`src/rtl/m4inv_pkg.sv`:
```
// shared constants, types and an index function for the 4x4 matrix inverse core
package m4inv_pkg;

  localparam int unsigned FracBitsDefault = 16;
  localparam int unsigned ElemW  = 32;
  localparam int unsigned DetW   = 160;
  localparam int unsigned DivW   = 192;
  localparam int unsigned DivCntW = 8;

  typedef enum logic [3:0] {
    MulOpSet = 4'b0001,
    MulOpAdd = 4'b0010,
    MulOpSub = 4'b0100,
    MulOpNop = 4'b1000
  } mul_op_e;

  typedef struct packed {
    logic      start;
    logic      busy;
    logic      done;
  } div_ctrl_t;

  // row or column index of the 3x3 minor that removes index skip, at position pos
  function automatic logic [1:0] minor_idx(input logic [1:0] skip, input logic [1:0] pos);
    logic [1:0] r;
    r = (pos < skip) ? pos : 2'(pos + 2'd1);
    return r;
  endfunction

endpackage

```
`src/rtl/m4inv_mac.sv`:
```
// shared multiply-accumulate unit: 32x32 multiply then wide load/add/sub into an accumulator
module m4inv_mac (
  input  logic                            clk_i,
  input  logic                            rst_ni,
  input  logic                            mul_valid_i,
  input  m4inv_pkg::mul_op_e              op_i,
  input  logic signed [m4inv_pkg::ElemW-1:0] a_i,
  input  logic signed [m4inv_pkg::ElemW-1:0] b_i,
  output logic signed [m4inv_pkg::DetW-1:0]  acc_o
);
  logic signed [63:0] prod_q;
  logic               pv_q;
  m4inv_pkg::mul_op_e pop_q;
  logic signed [m4inv_pkg::DetW-1:0] acc_q;

  // product register
  always_ff @(posedge clk_i or negedge rst_ni) begin
    if (!rst_ni) begin
      pv_q  <= 1'b0;
      pop_q <= m4inv_pkg::MulOpNop;
    end else begin
      pv_q  <= mul_valid_i;
      pop_q <= op_i;
    end
  end

  always_ff @(posedge clk_i) begin
    prod_q <= a_i * b_i;
  end

  // accumulate
  always_ff @(posedge clk_i) begin
    if (pv_q) begin
      case (pop_q)
        m4inv_pkg::MulOpSet: acc_q <= m4inv_pkg::DetW'(prod_q);
        m4inv_pkg::MulOpAdd: acc_q <= acc_q + m4inv_pkg::DetW'(prod_q);
        m4inv_pkg::MulOpSub: acc_q <= acc_q - m4inv_pkg::DetW'(prod_q);
        default:             acc_q <= acc_q;
      endcase
    end
  end

  assign acc_o = acc_q;
endmodule

```
`config.mk`:
```
export PLATFORM = sky130hd
export DESIGN_NAME = m4inv_mac
export DESIGN_NICKNAME = d
export VERILOG_FILES = /design/src/rtl/m4inv_pkg.sv /design/src/rtl/m4inv_mac.sv
export SDC_FILE = /design/constraint.sdc
export NUM_CORES = 2
export LEC_CHECK = 0
export BUFFER_PORTS_ARGS = -buffer_cell sky130_fd_sc_hd__buf_2
export CAP_MARGIN = 20
export CORE_MARGIN = 2
export CORE_UTILIZATION = 60
export CTS_CLUSTER_SIZE = 10
export DETAILED_ROUTE_END_ITERATION = 7
export GPL_TIMING_DRIVEN = 0
export PLACE_DENSITY_LB_ADDON = 0.05
export REMOVE_ABC_BUFFERS = 1
export SLEW_MARGIN = 20
export SYNTH_ARGS = -nofsm -noshare
export SYNTH_HDL_FRONTEND = slang
export SYNTH_SLANG_ARGS = --single-unit
```
`constraint.sdc`:
```
create_clock -name clk_i -period 14.9 [get_ports clk_i]
set_input_delay 2.98 -clock clk_i [delete_from_list [all_inputs] [get_ports clk_i]]
set_output_delay 2.98 -clock clk_i [all_outputs]
set_load 0.01 [all_outputs]
```
==> out/summary.txt <==
Hold buffer count at CTS -> 0
Post-synthesis sequential area ratio -> 10.95%
DIE AREA -> 97000 µm²
Final Max Tran Viols -> 0
Synthesized instance count -> 6488
Post_cts resized -> 0
DPL Wire Length -> 134600 µm
Synthesis-to-layout area growth -> 4.787%
CP Max Fanout -> 32
Ys async rst share -> 2.183%
Later-pin clock latency in the skew report -> 0.59 ns
Crit end category -> flip-flop
Cells after DPL -> 7632
Gr ovfl total -> 0
Placeable Area -> 93470 µm²
Mean Syn Cell Area -> 8.742 µm²
Cell taking the most area after synthesis -> fa_1
Req. time, crit path -> 15.42 ns
Finish-stage setup viols -> 0
Slew @ Worst Pin -> 1.104 ns
Most frequent cells after synthesis -> fa_1 (1083), inv_1 (1044), nand2_1 (799)
Die height -> 311.5 µm
Nets -> 7909
Seq cells post-synth -> 229
Post CTS Setup Buffer Count -> 0
DR vias -> 45773
Total Routed Length -> 165300 µm
Post-synth EDFFs -> 160
Top post-synthesis cells by area -> fa_1 (38%), edfxtp_1 (8.5%), ha_1 (7.6%)
Worst Hold Class -> reg -> reg
Non-filler instance count after layout -> 7685
Worst-path clk slew -> 0.06 ns
FMAX -> 88.96 MHz
Clock Path Buffers -> 3
Synthesized area -> 56720 µm²
Clock Sinks -> 229
Avg WL per Cell -> 21.51 µm
Top cell type's share of synthesized area -> 38.23%
Hold Slack -> 0.5785 ns
Largest net degree at the start of global routing -> 78
Vias in the first global route -> 47664
Final setup skew -> 0.02143 ns
Setup TNS -> 0 ns
Slew margin rel. -> 26.19%
Ys flop type -> edfxtp_1
Status -> completed
Port-buffer cells -> 230
CP startpoint kind -> input pin
Row count -> 112
RSZ-0062 raised after global routing -> no
H-tree Lvls -> 1
Top-Level Pins -> 231
Die W -> 311.5 µm
First-pass GRT wire length -> 265000 µm
Critical path class -> in -> reg
Most numerous cell in the Yosys netlist -> fa_1
Antenna-violating nets left -> 0
Antenna cells -> 0
Initial antenna violation count -> 1
Initial core utilization -> 60.68%
# Max-Cap Violations -> 0
Residual DRC -> 0
Hold Fails Final Rpt -> 0
Crit path time final -> 11.24 ns
Synth unique cells -> 85
Final Wtd Congestion -> 0.9714
Drt initial violations -> 3513
Fin crit share -> 75.44%
Synth Warn # -> 0
Layout cells sized above 1 -> 5.551%
DR vias/cell -> 5.956
Detailed Routing Iterations Pass 1 -> 5
CTS tree -> built
Root Driver -> clkbuf_16
Num CTS Buffers -> 29
GRT Util Overall -> 34.55%
Worst Path Arrival -> 11.76 ns
## metrics by stage
| stage | utilization (%) | cell area [µm²] | setup WS, ns |
|---|---|---|---|
| floorplan | - | 55280 | 1.776 |
| global placement | 62.05 | 58000 | -4.962 |
| detailed placement | 62.66 | 58570 | 3.104 |
| CTS | 63.58 | 59430 | 3.705 |
| global route | 63.58 | 59430 | 3.047 |
| finish | 63.58 | 59430 | 3.659 |
## registers in the layout (all words and copies together), names as in the netlist
name / count
pv_q: 1
pop_q: 4
acc_o: 160
prod_q: 64
## critical path, stage by stage
cell and delay (ns):
buf_2 0.60, nand2_1 0.26, inv_1 0.14, fa_1 0.39, inv_1 0.22, fa_1 0.55
inv_1 0.18, fa_1 0.48, fa_1 1.02, inv_1 0.44, fa_1 0.59, inv_1 0.05
fa_1 0.55, fa_1 0.47, fa_1 0.49, ha_1 0.40, a21o_1 0.22, a21o_1 0.17
a21oi_1 0.29, o21bai_1 0.10, a21oi_1 0.15, o21ai_0 0.13, a31oi_1 0.23, o311a_1 0.24
o21bai_1 0.09, a21oi_1 0.17, xnor2_1 0.13
## layer usage
| layer | track usage [%] | wire, µm | up-vias |
|---|---|---|---|
| li1 | - | - | 20495 |
| met4 | 8.366 | 4065 | 0 |
| met3 | 5.304 | 13380 | 236 |
| met5 | 0 | 0 | - |
| met1 | 48.68 | 71400 | 23172 |
| met2 | 56.38 | 76440 | 1870 |
## final cells by class
type                    instances  area, µm²
multi-input cells            4837      45200
inverters                    1044       3919
clock buffers                  48      837.1
well taps                    1254       1569
fillers                      8140      34040
flip-flops and latches        229       6212
clock inverters                 5      25.02
repair buffers                268       1668
## cells in the final DEF (no fill, tap or decap), types with 10 or more instances in the layout
master     synthesis  layout
o21bai_1          64      64
a21o_1            83      83
buf_16             0      10
edfxtp_1         160     160
nor4_1            23      23
a21boi_0          15      15
nor2b_1           23      23
or3_1             23      23
buf_2             16     233
xor2_1           110     110
xnor2_1          158     158
and2_1           524     523
nor3_1            54      54
or4_1             12      12
ha_1             346     346
nand2_1          799     796
a31oi_1           36      36
buf_4              0      18
a211oi_1          18      18
o21ai_0          340     340
inv_1           1044    1044
nand2b_1          37      37
o21a_1            27      27
or2_2             10      10
o211ai_1          18      18
nand3_1           47      47
fa_1            1083    1082
a211o_1           12      12
nor2_1           232     229
clkbuf_16          0      29
dfxtp_1           64      64
nand4_1          106     106
o31ai_1           38      38
and3_1            25      25
clkbuf_1         357      15
a21oi_1          432     432
## worst paths after layout
kind	startpoint	end	slack, ns	cells past startpoint
min in group asynchronous	rst_ni	pop_q[0]	2.20	1
worst max-delay path	a_i[31]	prod_q[63]	3.66	27
worst max register to register	prod_q[4]	acc_o[145]	6.24	20
worst min register to register	prod_q[43]	acc_o[43]	0.58	2
max in group asynchronous	rst_ni	pop_q[3]	12.49	1
worst min-delay path	prod_q[43]	acc_o[43]	0.58	2
## cell families after synthesis
| family | count (synthesis) | share of synthesized area (%) |
|---|---|---|
| compound gates | 1189 | 12.59 |
| mux | 3 | 0.05515 |
| buf+inv | 1422 | 9.449 |
| xor+xnor | 269 | 4.167 |
| fa+ha+maj | 1429 | 45.86 |
| flops | 229 | 10.95 |
| simple gates | 1947 | 16.93 |
Power is not shown: default switching activity piles up to over one toggle a cycle in this logic, so the estimate is an artifact.
