`src/rtl/m4inv_pkg.sv`:
```
// shared constants, types and an index function for the 4x4 matrix inverse core
package m4inv_pkg;

  localparam int unsigned FracBitsDefault = 16;
  localparam int unsigned ElemW  = 32;
  localparam int unsigned DetW   = 160;
  localparam int unsigned DivW   = 192;
  localparam int unsigned DivCntW = 8;

  typedef enum logic [3:0] {
    MulOpSet = 4'b0001,
    MulOpAdd = 4'b0010,
    MulOpSub = 4'b0100,
    MulOpNop = 4'b1000
  } mul_op_e;

  typedef struct packed {
    logic      start;
    logic      busy;
    logic      done;
  } div_ctrl_t;

  // row or column index of the 3x3 minor that removes index skip, at position pos
  function automatic logic [1:0] minor_idx(input logic [1:0] skip, input logic [1:0] pos);
    logic [1:0] r;
    r = (pos < skip) ? pos : 2'(pos + 2'd1);
    return r;
  endfunction

endpackage

```
`src/rtl/m4inv_div.sv`:
```
// restoring divider, one quotient bit per cycle
module m4inv_div (
  input  logic                           clk_i,
  input  logic                           rst_ni,
  input  logic                           start_i,
  input  logic [m4inv_pkg::DivW-1:0]     num_i,
  input  logic [m4inv_pkg::DetW-1:0]     den_i,
  output logic                           busy_o,
  output logic [m4inv_pkg::DivW-1:0]     quo_o
);
  localparam int unsigned RemW = m4inv_pkg::DetW + 1;
  logic [m4inv_pkg::DivW-1:0]    n_q;
  logic [RemW-1:0]               r_q;
  logic [m4inv_pkg::DetW-1:0]    d_q;
  logic [m4inv_pkg::DivCntW-1:0] cnt_q;
  logic                          busy_q;
  logic [RemW-1:0]               shl;
  logic [RemW-1:0]               dif;

  assign shl = {r_q[RemW-2:0], n_q[m4inv_pkg::DivW-1]};
  assign dif = shl - {1'b0, d_q};

  // iteration control
  always_ff @(posedge clk_i or negedge rst_ni) begin
    if (!rst_ni) begin
      busy_q <= 1'b0;
      cnt_q  <= '0;
    end else if (start_i) begin
      busy_q <= 1'b1;
      cnt_q  <= m4inv_pkg::DivCntW'(m4inv_pkg::DivW - 1);
    end else if (busy_q) begin
      cnt_q <= cnt_q - m4inv_pkg::DivCntW'(1);
      if (cnt_q == '0) busy_q <= 1'b0;
    end
  end

  // datapath: numerator register shifts out and collects quotient bits
  always_ff @(posedge clk_i) begin
    if (start_i) begin
      n_q <= num_i;
      r_q <= '0;
      d_q <= den_i;
    end else if (busy_q) begin
      if (!dif[RemW-1]) begin
        r_q <= dif;
        n_q <= {n_q[m4inv_pkg::DivW-2:0], 1'b1};
      end else begin
        r_q <= shl;
        n_q <= {n_q[m4inv_pkg::DivW-2:0], 1'b0};
      end
    end
  end

  assign busy_o = busy_q;
  assign quo_o  = n_q;
endmodule

```
`config.mk`:
```
export PLATFORM = sky130hd
export DESIGN_NAME = m4inv_div
export DESIGN_NICKNAME = d
export VERILOG_FILES = /design/src/rtl/m4inv_pkg.sv /design/src/rtl/m4inv_div.sv
export SDC_FILE = /design/constraint.sdc
export NUM_CORES = 1
export LEC_CHECK = 0
export ABC_AREA = 1
export BUFFER_PORTS_ARGS = -buffer_cell sky130_fd_sc_hd__clkbuf_2
export CORE_MARGIN = 1
export CORE_UTILIZATION = 30
export DETAILED_ROUTE_END_ITERATION = 8
export HOLD_SLACK_MARGIN = 0.02
export PLACE_DENSITY = 0.45
export SLEW_MARGIN = 5
export SYNTH_ARGS = -nofsm -noshare
export SYNTH_HDL_FRONTEND = slang
export SYNTH_SLANG_ARGS = --single-unit
export TNS_END_PERCENT = 1
```
`constraint.sdc`:
```
create_clock -name clk_i -period 6.35 [get_ports clk_i]
set_clock_uncertainty 0.2 [all_clocks]
set_input_delay 0.3175 -clock clk_i [delete_from_list [all_inputs] [get_ports clk_i]]
set_output_delay 0.3175 -clock clk_i [all_outputs]
set_load 0.01 [all_outputs]
```
==> results of run 1 <==
worst max-delay path, cell delays in order (launching register included):
cell      delay [ns]
edfxtp_1        0.34
inv_1           0.06
ha_1            0.23
fa_1            0.42
inv_1           0.14
nand2_1         0.06
nand2_1         0.07
nand3_1         0.08
nand2_2         0.12
nand2_1         0.07
nand2_2         0.13
nand2_1         0.09
nand2_2         0.17
nand2_1         0.10
nand3_2         0.13
nand2_2         0.11
nand2_2         0.12
nand2_4         0.25
nand2_4         0.46
buf_4           0.47
nand2_1         0.11
nand3_1         0.10
nand2_1         0.07
cell usage after synthesis, drive strengths merged (2+ instances only):
| cell | count |
|---|---|
| nand2 | 2824 |
| inv | 1235 |
| nor2 | 459 |
| edfxtp | 352 |
| nand3 | 343 |
| a21oi | 211 |
| ha | 162 |
| dfxtp | 160 |
| o21ai | 120 |
| xnor2 | 82 |
| clkbuf | 71 |
| buf | 43 |
| nor3 | 30 |
| o21a | 14 |
| xor2 | 13 |
| nand4 | 10 |
| and2 | 9 |
| dfrtp | 9 |
| o21bai | 8 |
| nand2b | 7 |
| nand3b | 3 |
| clkinv | 2 |
| nor4 | 2 |
metal layers:
layer	global-route usage, %	part of all wire [%]	up-vias
met5	0	0.036	-
met1	34.6	45	18692
met3	4.30	5.7	274
met2	42.2	44	1209
li1	-	-	20365
met4	10.9	4.5	10
cells by family after synthesis:
kind of cell    count (synthesis)  share of synthesized area, %
buf+inv                      1351                          13.7
compound gates                356                          4.80
simple gates                 3689                          37.7
xor+xnor                       95                          2.16
fa+ha+maj                     163                          5.32
flops                         521                          36.4
flip-flops by register name, summed over array words and instances (netlist names):
register  cells
quo_o       192
d_q         160
r_q         160
cnt_q         8
busy_o        1
power by group:
| part | switching [mW] | internal, mW | leakage, nW |
|---|---|---|---|
| clock | 1.76 | 2.11 | 1.07 |
| combinational | 0.731 | 0.504 | 20.3 |
| sequential | 0.104 | 3.85 | 5.06 |
| total | 2.59 | 6.47 | 26.4 |
worst max path at each step:
stage / cells after the start / endpoint / slack [ns]
after global placement: 22 / r_q[21]$_SDFFE_PP0P_ / 2.14
after detailed placement: 22 / r_q[16]$_SDFFE_PP0P_ / 2.03
after floorplan: 5 / quo_o[0]$_DFFE_PP_ / 0.75
final: 22 / r_q[16]$_SDFFE_PP0P_ / 1.99
after global routing: 22 / r_q[8]$_SDFFE_PP0P_ / 1.69
after CTS: 22 / r_q[16]$_SDFFE_PP0P_ / 2.00
metrics by stage:
step           total power [mW]  worst slack [ns]
2_1_floorplan              4.55             0.750
3_3_place_gp               5.08              2.14
3_5_place_dp               5.08              2.03
4_1_cts                    9.21              2.00
5_1_grt                    9.45              1.69
6_report                   9.06              1.99
area by class of cell:
class | instances | area [um^2] | area share [%]
tap | 1662 | 2080 | 4.27
timing repair buffer | 917 | 6480 | 13.3
multi-input combinational | 4303 | 19200 | 39.5
clock inverter | 40 | 370 | 0.761
sequential | 521 | 14000 | 28.8
clock buffer | 87 | 1850 | 3.80
antenna | 2 | 5.00 | 0.0103
inverter | 1237 | 4660 | 9.57
what timing repair did:
action                                 in CTS  in global routing
resized for setup                           0                  0
setup buffers                               0                  0
hold buffers                              355                  0
endpoints found under the hold margin     391                  0
==> impl_metrics.xml, run 1 <==
<?xml version="1.0" encoding="UTF-8"?>
<metrics>
  <group name="critical_path">
    <metric name="worst-r2r-cell-count" unit="">22</metric>
    <metric name="regToRegSetupSlack" unit="ns">1.99</metric>
    <metric name="cp_data_arrival_time" unit="ns">4.75</metric>
    <metric name="crit_start" unit="">quo_o[191]$_DFFE_PP_</metric>
    <metric name="rr_startpoint" unit="">quo_o[191]$_DFFE_PP_</metric>
    <metric name="crit-reg2reg-capture" unit="">r_q[16]$_SDFFE_PP0P_</metric>
    <metric name="critPathRequiredTime" unit="ns">6.74</metric>
    <metric name="crit_path_max_fanout" unit="">35</metric>
    <metric name="path_class" unit="">register to register</metric>
    <metric name="worstSetupStartpointType" unit="">register</metric>
    <metric name="end_kind" unit="">register</metric>
  </group>
  <group name="cells_and_area">
    <metric name="num-fill-cells" unit="">14193</metric>
    <metric name="final_design_area_no_fill" unit="um^2">48700</metric>
    <metric name="layout_common_cells" unit="">2815 x nand2_1, 1227 x inv_1, 546 x clkbuf_2</metric>
    <metric name="layout.cells.non_filler" unit="">8769</metric>
    <metric name="post_route_cells_drive_above_1_share" unit="%">9.78</metric>
    <metric name="finalNetCount" unit="">7568</metric>
    <metric name="fin_util" unit="%">38.2</metric>
    <metric name="area_growth_from_synthesis_to_layout" unit="%">26.5</metric>
    <metric name="most_frequent_standard_cell_in_the_layout_excluding_fill_and_tap_cells" unit="">nand2_1</metric>
  </group>
  <group name="die">
    <metric name="boundaryPins" unit="">548</metric>
    <metric name="dieWidth" unit="um">360</metric>
    <metric name="die-area" unit="um^2">130000</metric>
    <metric name="placementRows" unit="">131</metric>
    <metric name="fp.dieH" unit="um">360</metric>
    <metric name="coreArea" unit="um^2">127000</metric>
    <metric name="initial_core_util" unit="%">30.2</metric>
  </group>
  <group name="sta">
    <metric name="final_period_minus_worst_setup_slack" unit="ns">4.36</metric>
    <metric name="fin_hold_ws" unit="ns">0.117</metric>
    <metric name="slew_headroom" unit="%">2.51</metric>
    <metric name="final_max_slew_viol_count" unit="">0</metric>
    <metric name="setup-violations-final" unit="">0</metric>
    <metric name="finalCritPeriodShare" unit="%">68.6</metric>
    <metric name="worst-slew-pin-transition" unit="ns">1.46</metric>
    <metric name="final-hold-violation-count" unit="">0</metric>
    <metric name="grt_setup_unrepaired" unit="">false</metric>
    <metric name="setup-tns-final" unit="ns">0</metric>
    <metric name="clock.fmax" unit="MHz">230</metric>
  </group>
  <group name="synth">
    <metric name="yosys_most_used_dff" unit="">edfxtp_1</metric>
    <metric name="synthesis.nets" unit="">6693</metric>
    <metric name="ys.warnings.count" unit="">0</metric>
    <metric name="ys_seq_area_share" unit="%">36.4</metric>
    <metric name="synthArstFlopShare" unit="%">1.73</metric>
    <metric name="post_synth_main_area_contributors" unit="">edfxtp_1 27%, nand2_1 27%, inv_1 12%, dfxtp_1 8.3%, ha_1 5.3%</metric>
    <metric name="synth_seq_cells" unit="">521</metric>
    <metric name="synth.distinct_cells" unit="">39</metric>
    <metric name="mappedNetlistArea" unit="um^2">38500</metric>
    <metric name="synth-edff-count" unit="">352</metric>
    <metric name="average_cell_area_after_synthesis" unit="um^2">6.23</metric>
    <metric name="netlist.area_leader.share" unit="%">27.5</metric>
    <metric name="synth_cells" unit="">6175</metric>
    <metric name="yosys.area.top_type" unit="">edfxtp_1</metric>
  </group>
  <group name="clock_tree">
    <metric name="cts_root_buffer" unit="">clkbuf_16</metric>
    <metric name="numClockSinks" unit="">521</metric>
    <metric name="clock_insertion_delay_worst_skew" unit="ns">0.72</metric>
    <metric name="numCtsBuffers" unit="">70</metric>
    <metric name="clock_tree.buffer_depth" unit="">3</metric>
    <metric name="cts_tree" unit="">done</metric>
    <metric name="clock_tree.htree_level_count" unit="">3</metric>
    <metric name="path_clk_slew" unit="ns">0.06</metric>
  </group>
  <group name="drt">
    <metric name="drt_pre_antenna_iters" unit="">6</metric>
    <metric name="routed-via-count" unit="">40550</metric>
    <metric name="post_drt_wl_per_cell" unit="um">19.8</metric>
    <metric name="drc_errors" unit="">0</metric>
    <metric name="ant_nets" unit="">0</metric>
    <metric name="drt-total-wl" unit="um">174000</metric>
    <metric name="drt_iter0_markers" unit="">3151</metric>
    <metric name="vias_per_cell" unit="">4.62</metric>
  </group>
  <group name="grt">
    <metric name="grt_start_max_net_pins" unit="">161</metric>
    <metric name="grt_antenna_before_repair" unit="">8</metric>
    <metric name="grt_overflow" unit="">0</metric>
    <metric name="grt_util_all_layers" unit="%">26.2</metric>
    <metric name="via_count_of_the_first_global_routing_pass" unit="">39835</metric>
    <metric name="first_pass_grt_wire_length" unit="um">253000</metric>
  </group>
  <group name="placement">
    <metric name="place.gp.congestion" unit="">1.08</metric>
    <metric name="buffer_ports.inserted" unit="">547</metric>
    <metric name="placed_area" unit="um^2">42900</metric>
    <metric name="post-place-cells" unit="">8285</metric>
    <metric name="dp_hpwl" unit="um">143000</metric>
  </group>
  <group name="power">
    <metric name="p_leak" unit="nW">26.4</metric>
    <metric name="power_density" unit="nW/um^2">186</metric>
    <metric name="max-vdd-ir-drop" unit="mV">0.180</metric>
  </group>
  <group name="hold_path">
    <metric name="whs_endpoint" unit="">d_q[40]$_DFFE_PP_</metric>
    <metric name="hold_path.startpoint" unit="">den_i[40]</metric>
    <metric name="min_path_type" unit="">input port to register</metric>
    <metric name="hold_depth" unit="">2</metric>
  </group>
  <group name="flow_run">
    <metric name="maxCapViolations" unit="">0</metric>
  </group>
  <group name="run_status">
    <metric name="result_of_the_run" unit="">finished clean</metric>
  </group>
</metrics>
No activity file was read; power rests on OpenSTA's default activity.
==> run 2: changes to the inputs <==
clock period = 4.38 ns   (was 6.35 ns; I/O delays follow)
==> impl_metrics.xml, run 2 (synthesized netlist as in run 1, its figures left out) <==
<?xml version="1.0" encoding="UTF-8"?>
<metrics>
  <group name="cells_and_area">
    <metric name="largest_register_ffs" unit="">192</metric>
    <metric name="post_route_cells_drive_above_1_share" unit="%">9.92</metric>
    <metric name="finalNetCount" unit="">7662</metric>
    <metric name="area_growth_from_synthesis_to_layout" unit="%">29.4</metric>
    <metric name="layout.cells.non_filler" unit="">8868</metric>
    <metric name="most_frequent_standard_cell_in_the_layout_excluding_fill_and_tap_cells" unit="">nand2_1</metric>
    <metric name="layout_common_cells" unit="">2815 x nand2_1, 1227 x inv_1, 546 x clkbuf_2</metric>
  </group>
  <group name="sta">
    <metric name="setup-violations-final" unit="">0</metric>
    <metric name="clock.fmax" unit="MHz">250</metric>
    <metric name="grt_setup_unrepaired" unit="">false</metric>
    <metric name="worst-slew-pin-transition" unit="ns">0.937</metric>
    <metric name="fin_ws" unit="ns">0.384</metric>
    <metric name="final-hold-violation-count" unit="">0</metric>
    <metric name="final_period_minus_worst_setup_slack" unit="ns">4.00</metric>
    <metric name="slew_headroom" unit="%">37.6</metric>
    <metric name="finalCritPeriodShare" unit="%">91.2</metric>
    <metric name="final_max_slew_viol_count" unit="">0</metric>
  </group>
  <group name="power">
    <metric name="max-vdd-ir-drop" unit="mV">0.292</metric>
    <metric name="power.total" unit="mW">13.5</metric>
    <metric name="p_leak" unit="nW">26.9</metric>
    <metric name="power_density" unit="nW/um^2">272</metric>
  </group>
  <group name="drt">
    <metric name="post_drt_wl_per_cell" unit="um">19.8</metric>
    <metric name="drt_pre_antenna_iters" unit="">5</metric>
    <metric name="drt_iter0_markers" unit="">3150</metric>
    <metric name="routed-via-count" unit="">41103</metric>
    <metric name="drc_errors" unit="">0</metric>
    <metric name="ant_nets" unit="">0</metric>
    <metric name="drt-total-wl" unit="um">175000</metric>
    <metric name="vias_per_cell" unit="">4.63</metric>
  </group>
  <group name="placement">
    <metric name="buffer_ports.inserted" unit="">547</metric>
    <metric name="place.gp.congestion" unit="">1.07</metric>
    <metric name="dp_hpwl" unit="um">144000</metric>
    <metric name="post-place-cells" unit="">8299</metric>
    <metric name="detailedPlace.worstSlack" unit="ns">0.438</metric>
  </group>
  <group name="critical_path">
    <metric name="rr_startpoint" unit="">d_q[75]$_DFFE_PP_</metric>
    <metric name="timing.critical_path.depth" unit="">17</metric>
    <metric name="cp_data_arrival_time" unit="ns">4.37</metric>
    <metric name="slowest_stage" unit="">a21oi_1</metric>
    <metric name="crit_chain" unit="">inv_1 &gt; ha_1 &gt; nand2_1 &gt; inv_1 &gt; nand2_1 &gt; nand2_1 &gt; a21oi_1 &gt; nand2_1 &gt; a21oi_1 &gt; nand3_2 &gt; nand2_2 &gt; nand3_1 &gt; nand2_8 &gt; buf_12 &gt; nand2_1 &gt; nand3_1 &gt; nand2_1</metric>
    <metric name="critical_path.most_common_cell" unit="">nand2_1</metric>
    <metric name="path_buf_inv" unit="">3</metric>
    <metric name="crit_path_max_fanout" unit="">80</metric>
    <metric name="timing.critical_path.max_delay_family" unit="">simple AND/OR/NAND/NOR gates</metric>
    <metric name="worst-r2r-cell-count" unit="">17</metric>
    <metric name="crit-reg2reg-capture" unit="">r_q[33]$_SDFFE_PP0P_</metric>
    <metric name="setup.worst_path.end" unit="">r_q[33]$_SDFFE_PP0P_</metric>
    <metric name="worstSetupStartpointType" unit="">register</metric>
    <metric name="crit_start" unit="">d_q[75]$_DFFE_PP_</metric>
    <metric name="critPathRequiredTime" unit="ns">4.75</metric>
    <metric name="path_class" unit="">register to register</metric>
    <metric name="cp_slowest_stage_delay" unit="ns">0.47</metric>
    <metric name="end_kind" unit="">register</metric>
    <metric name="regToRegSetupSlack" unit="ns">0.38</metric>
  </group>
  <group name="clock_tree">
    <metric name="numCtsBuffers" unit="">70</metric>
    <metric name="cts_root_buffer" unit="">clkbuf_16</metric>
    <metric name="path_clk_slew" unit="ns">0.06</metric>
    <metric name="clock_tree.htree_level_count" unit="">3</metric>
    <metric name="clock_insertion_delay_worst_skew" unit="ns">0.74</metric>
    <metric name="numClockSinks" unit="">521</metric>
    <metric name="cts_tree" unit="">done</metric>
    <metric name="cts.repair_timing.setup_buffer_count" unit="">0</metric>
    <metric name="clock_tree.buffer_depth" unit="">3</metric>
  </group>
  <group name="grt">
    <metric name="via_count_of_the_first_global_routing_pass" unit="">40280</metric>
    <metric name="grt_start_max_net_pins" unit="">163</metric>
    <metric name="grt_util_all_layers" unit="%">26.4</metric>
    <metric name="grt_antenna_before_repair" unit="">10</metric>
    <metric name="grt_overflow" unit="">0</metric>
    <metric name="first_pass_grt_wire_length" unit="um">254000</metric>
  </group>
  <group name="die">
    <metric name="placementRows" unit="">131</metric>
    <metric name="boundaryPins" unit="">548</metric>
    <metric name="die-area" unit="um^2">130000</metric>
    <metric name="coreArea" unit="um^2">127000</metric>
    <metric name="dieWidth" unit="um">360</metric>
    <metric name="initial_core_util" unit="%">30.2</metric>
    <metric name="fp.dieH" unit="um">360</metric>
  </group>
  <group name="hold_path">
    <metric name="min_path_type" unit="">input port to register</metric>
  </group>
  <group name="flow_run">
    <metric name="maxCapViolations" unit="">0</metric>
  </group>
  <group name="run_status">
    <metric name="result_of_the_run" unit="">finished clean</metric>
  </group>
</metrics>
[run 2: changes by cell type in the layout (fill, tap and decap cells not counted), sizes merged]
cell	previous run	this run
buf	16	30
bufinv	0	6
clkbuf	633	635
clkinv	37	30
diode	2	7
dlygate4sd3	355	435
inv	1238	1237
[run 2: final cells by class]
| cell class | count | area (um^2) |
|---|---|---|
| clock buffer | 89 | 1860 |
| sequential | 521 | 14000 |
| timing repair buffer | 1011 | 7460 |
| inverter | 1237 | 4650 |
| antenna | 7 | 17.5 |
| clock inverter | 38 | 482 |
| tap | 1662 | 2080 |
| fill | 14005 | 77600 |
| multi-input combinational | 4303 | 19200 |
[run 2: worst min-delay path by stage]
stage	from	end	depth (start not counted)
5_1_grt	den_i[69]	d_q[69]$_DFFE_PP_	2
3_3_place_gp	rst_ni	cnt_q[7]$_DFFE_PN0P_	1
4_1_cts	den_i[69]	d_q[69]$_DFFE_PP_	2
2_1_floorplan	rst_ni	busy_o$_DFF_PN0_	0
3_5_place_dp	rst_ni	cnt_q[7]$_DFFE_PN0P_	1
6_report	den_i[99]	d_q[99]$_DFFE_PP_	2
[run 2: worst register-to-register path, stage by stage (launching register included)]
cell and delay [ns]:
edfxtp_1 0.37, inv_1 0.07, ha_1 0.27, nand2_1 0.16, inv_1 0.05, nand2_1 0.06, nand2_1 0.10, a21oi_1 0.36
nand2_1 0.17, a21oi_1 0.47, nand3_2 0.33, nand2_2 0.19, nand3_1 0.18, nand2_8 0.21, buf_12 0.30, nand2_1 0.25
nand3_1 0.10, nand2_1 0.06
[run 2: power breakdown]
group / switching [mW] / total, mW / internal (mW)
registers: 0.168 / 5.75 / 5.59
clock network: 2.51 / 5.93 / 3.42
logic: 1.08 / 1.86 / 0.780
total: 3.76 / 13.5 / 9.79
[run 2: stage by stage]
step	hold slack [ns]	utilization, %	cell area, um^2	TNS, ns
3_3_place_gp	-0.104	33.8	43100	0
3_5_place_dp	-0.0992	33.8	43100	0
6_report	0.0646	39.1	49800	0
2_1_floorplan	-0.277	-	38500	-0.481
5_1_grt	0.0434	39.1	49800	0
4_1_cts	0.0202	39.1	49800	0
[run 2: per-layer routing]
metal / routed length (um) / track usage (%) / up-vias / part of all wire, %
met5: 27 / 0 / - / 0.015
met4: 8390 / 11.5 / 4 / 4.8
met3: 10800 / 4.37 / 304 / 6.2
met2: 79600 / 43.2 / 1332 / 45
met1: 76400 / 33.9 / 18898 / 44
li1: - / - / 20565 / -
[run 2: what timing repair did]
action                     in CTS  in global routing
setup endpoints to repair       0                  0
resized for setup               0                  0
hold endpoints to repair      397                  0
hold buffers                  435                  0
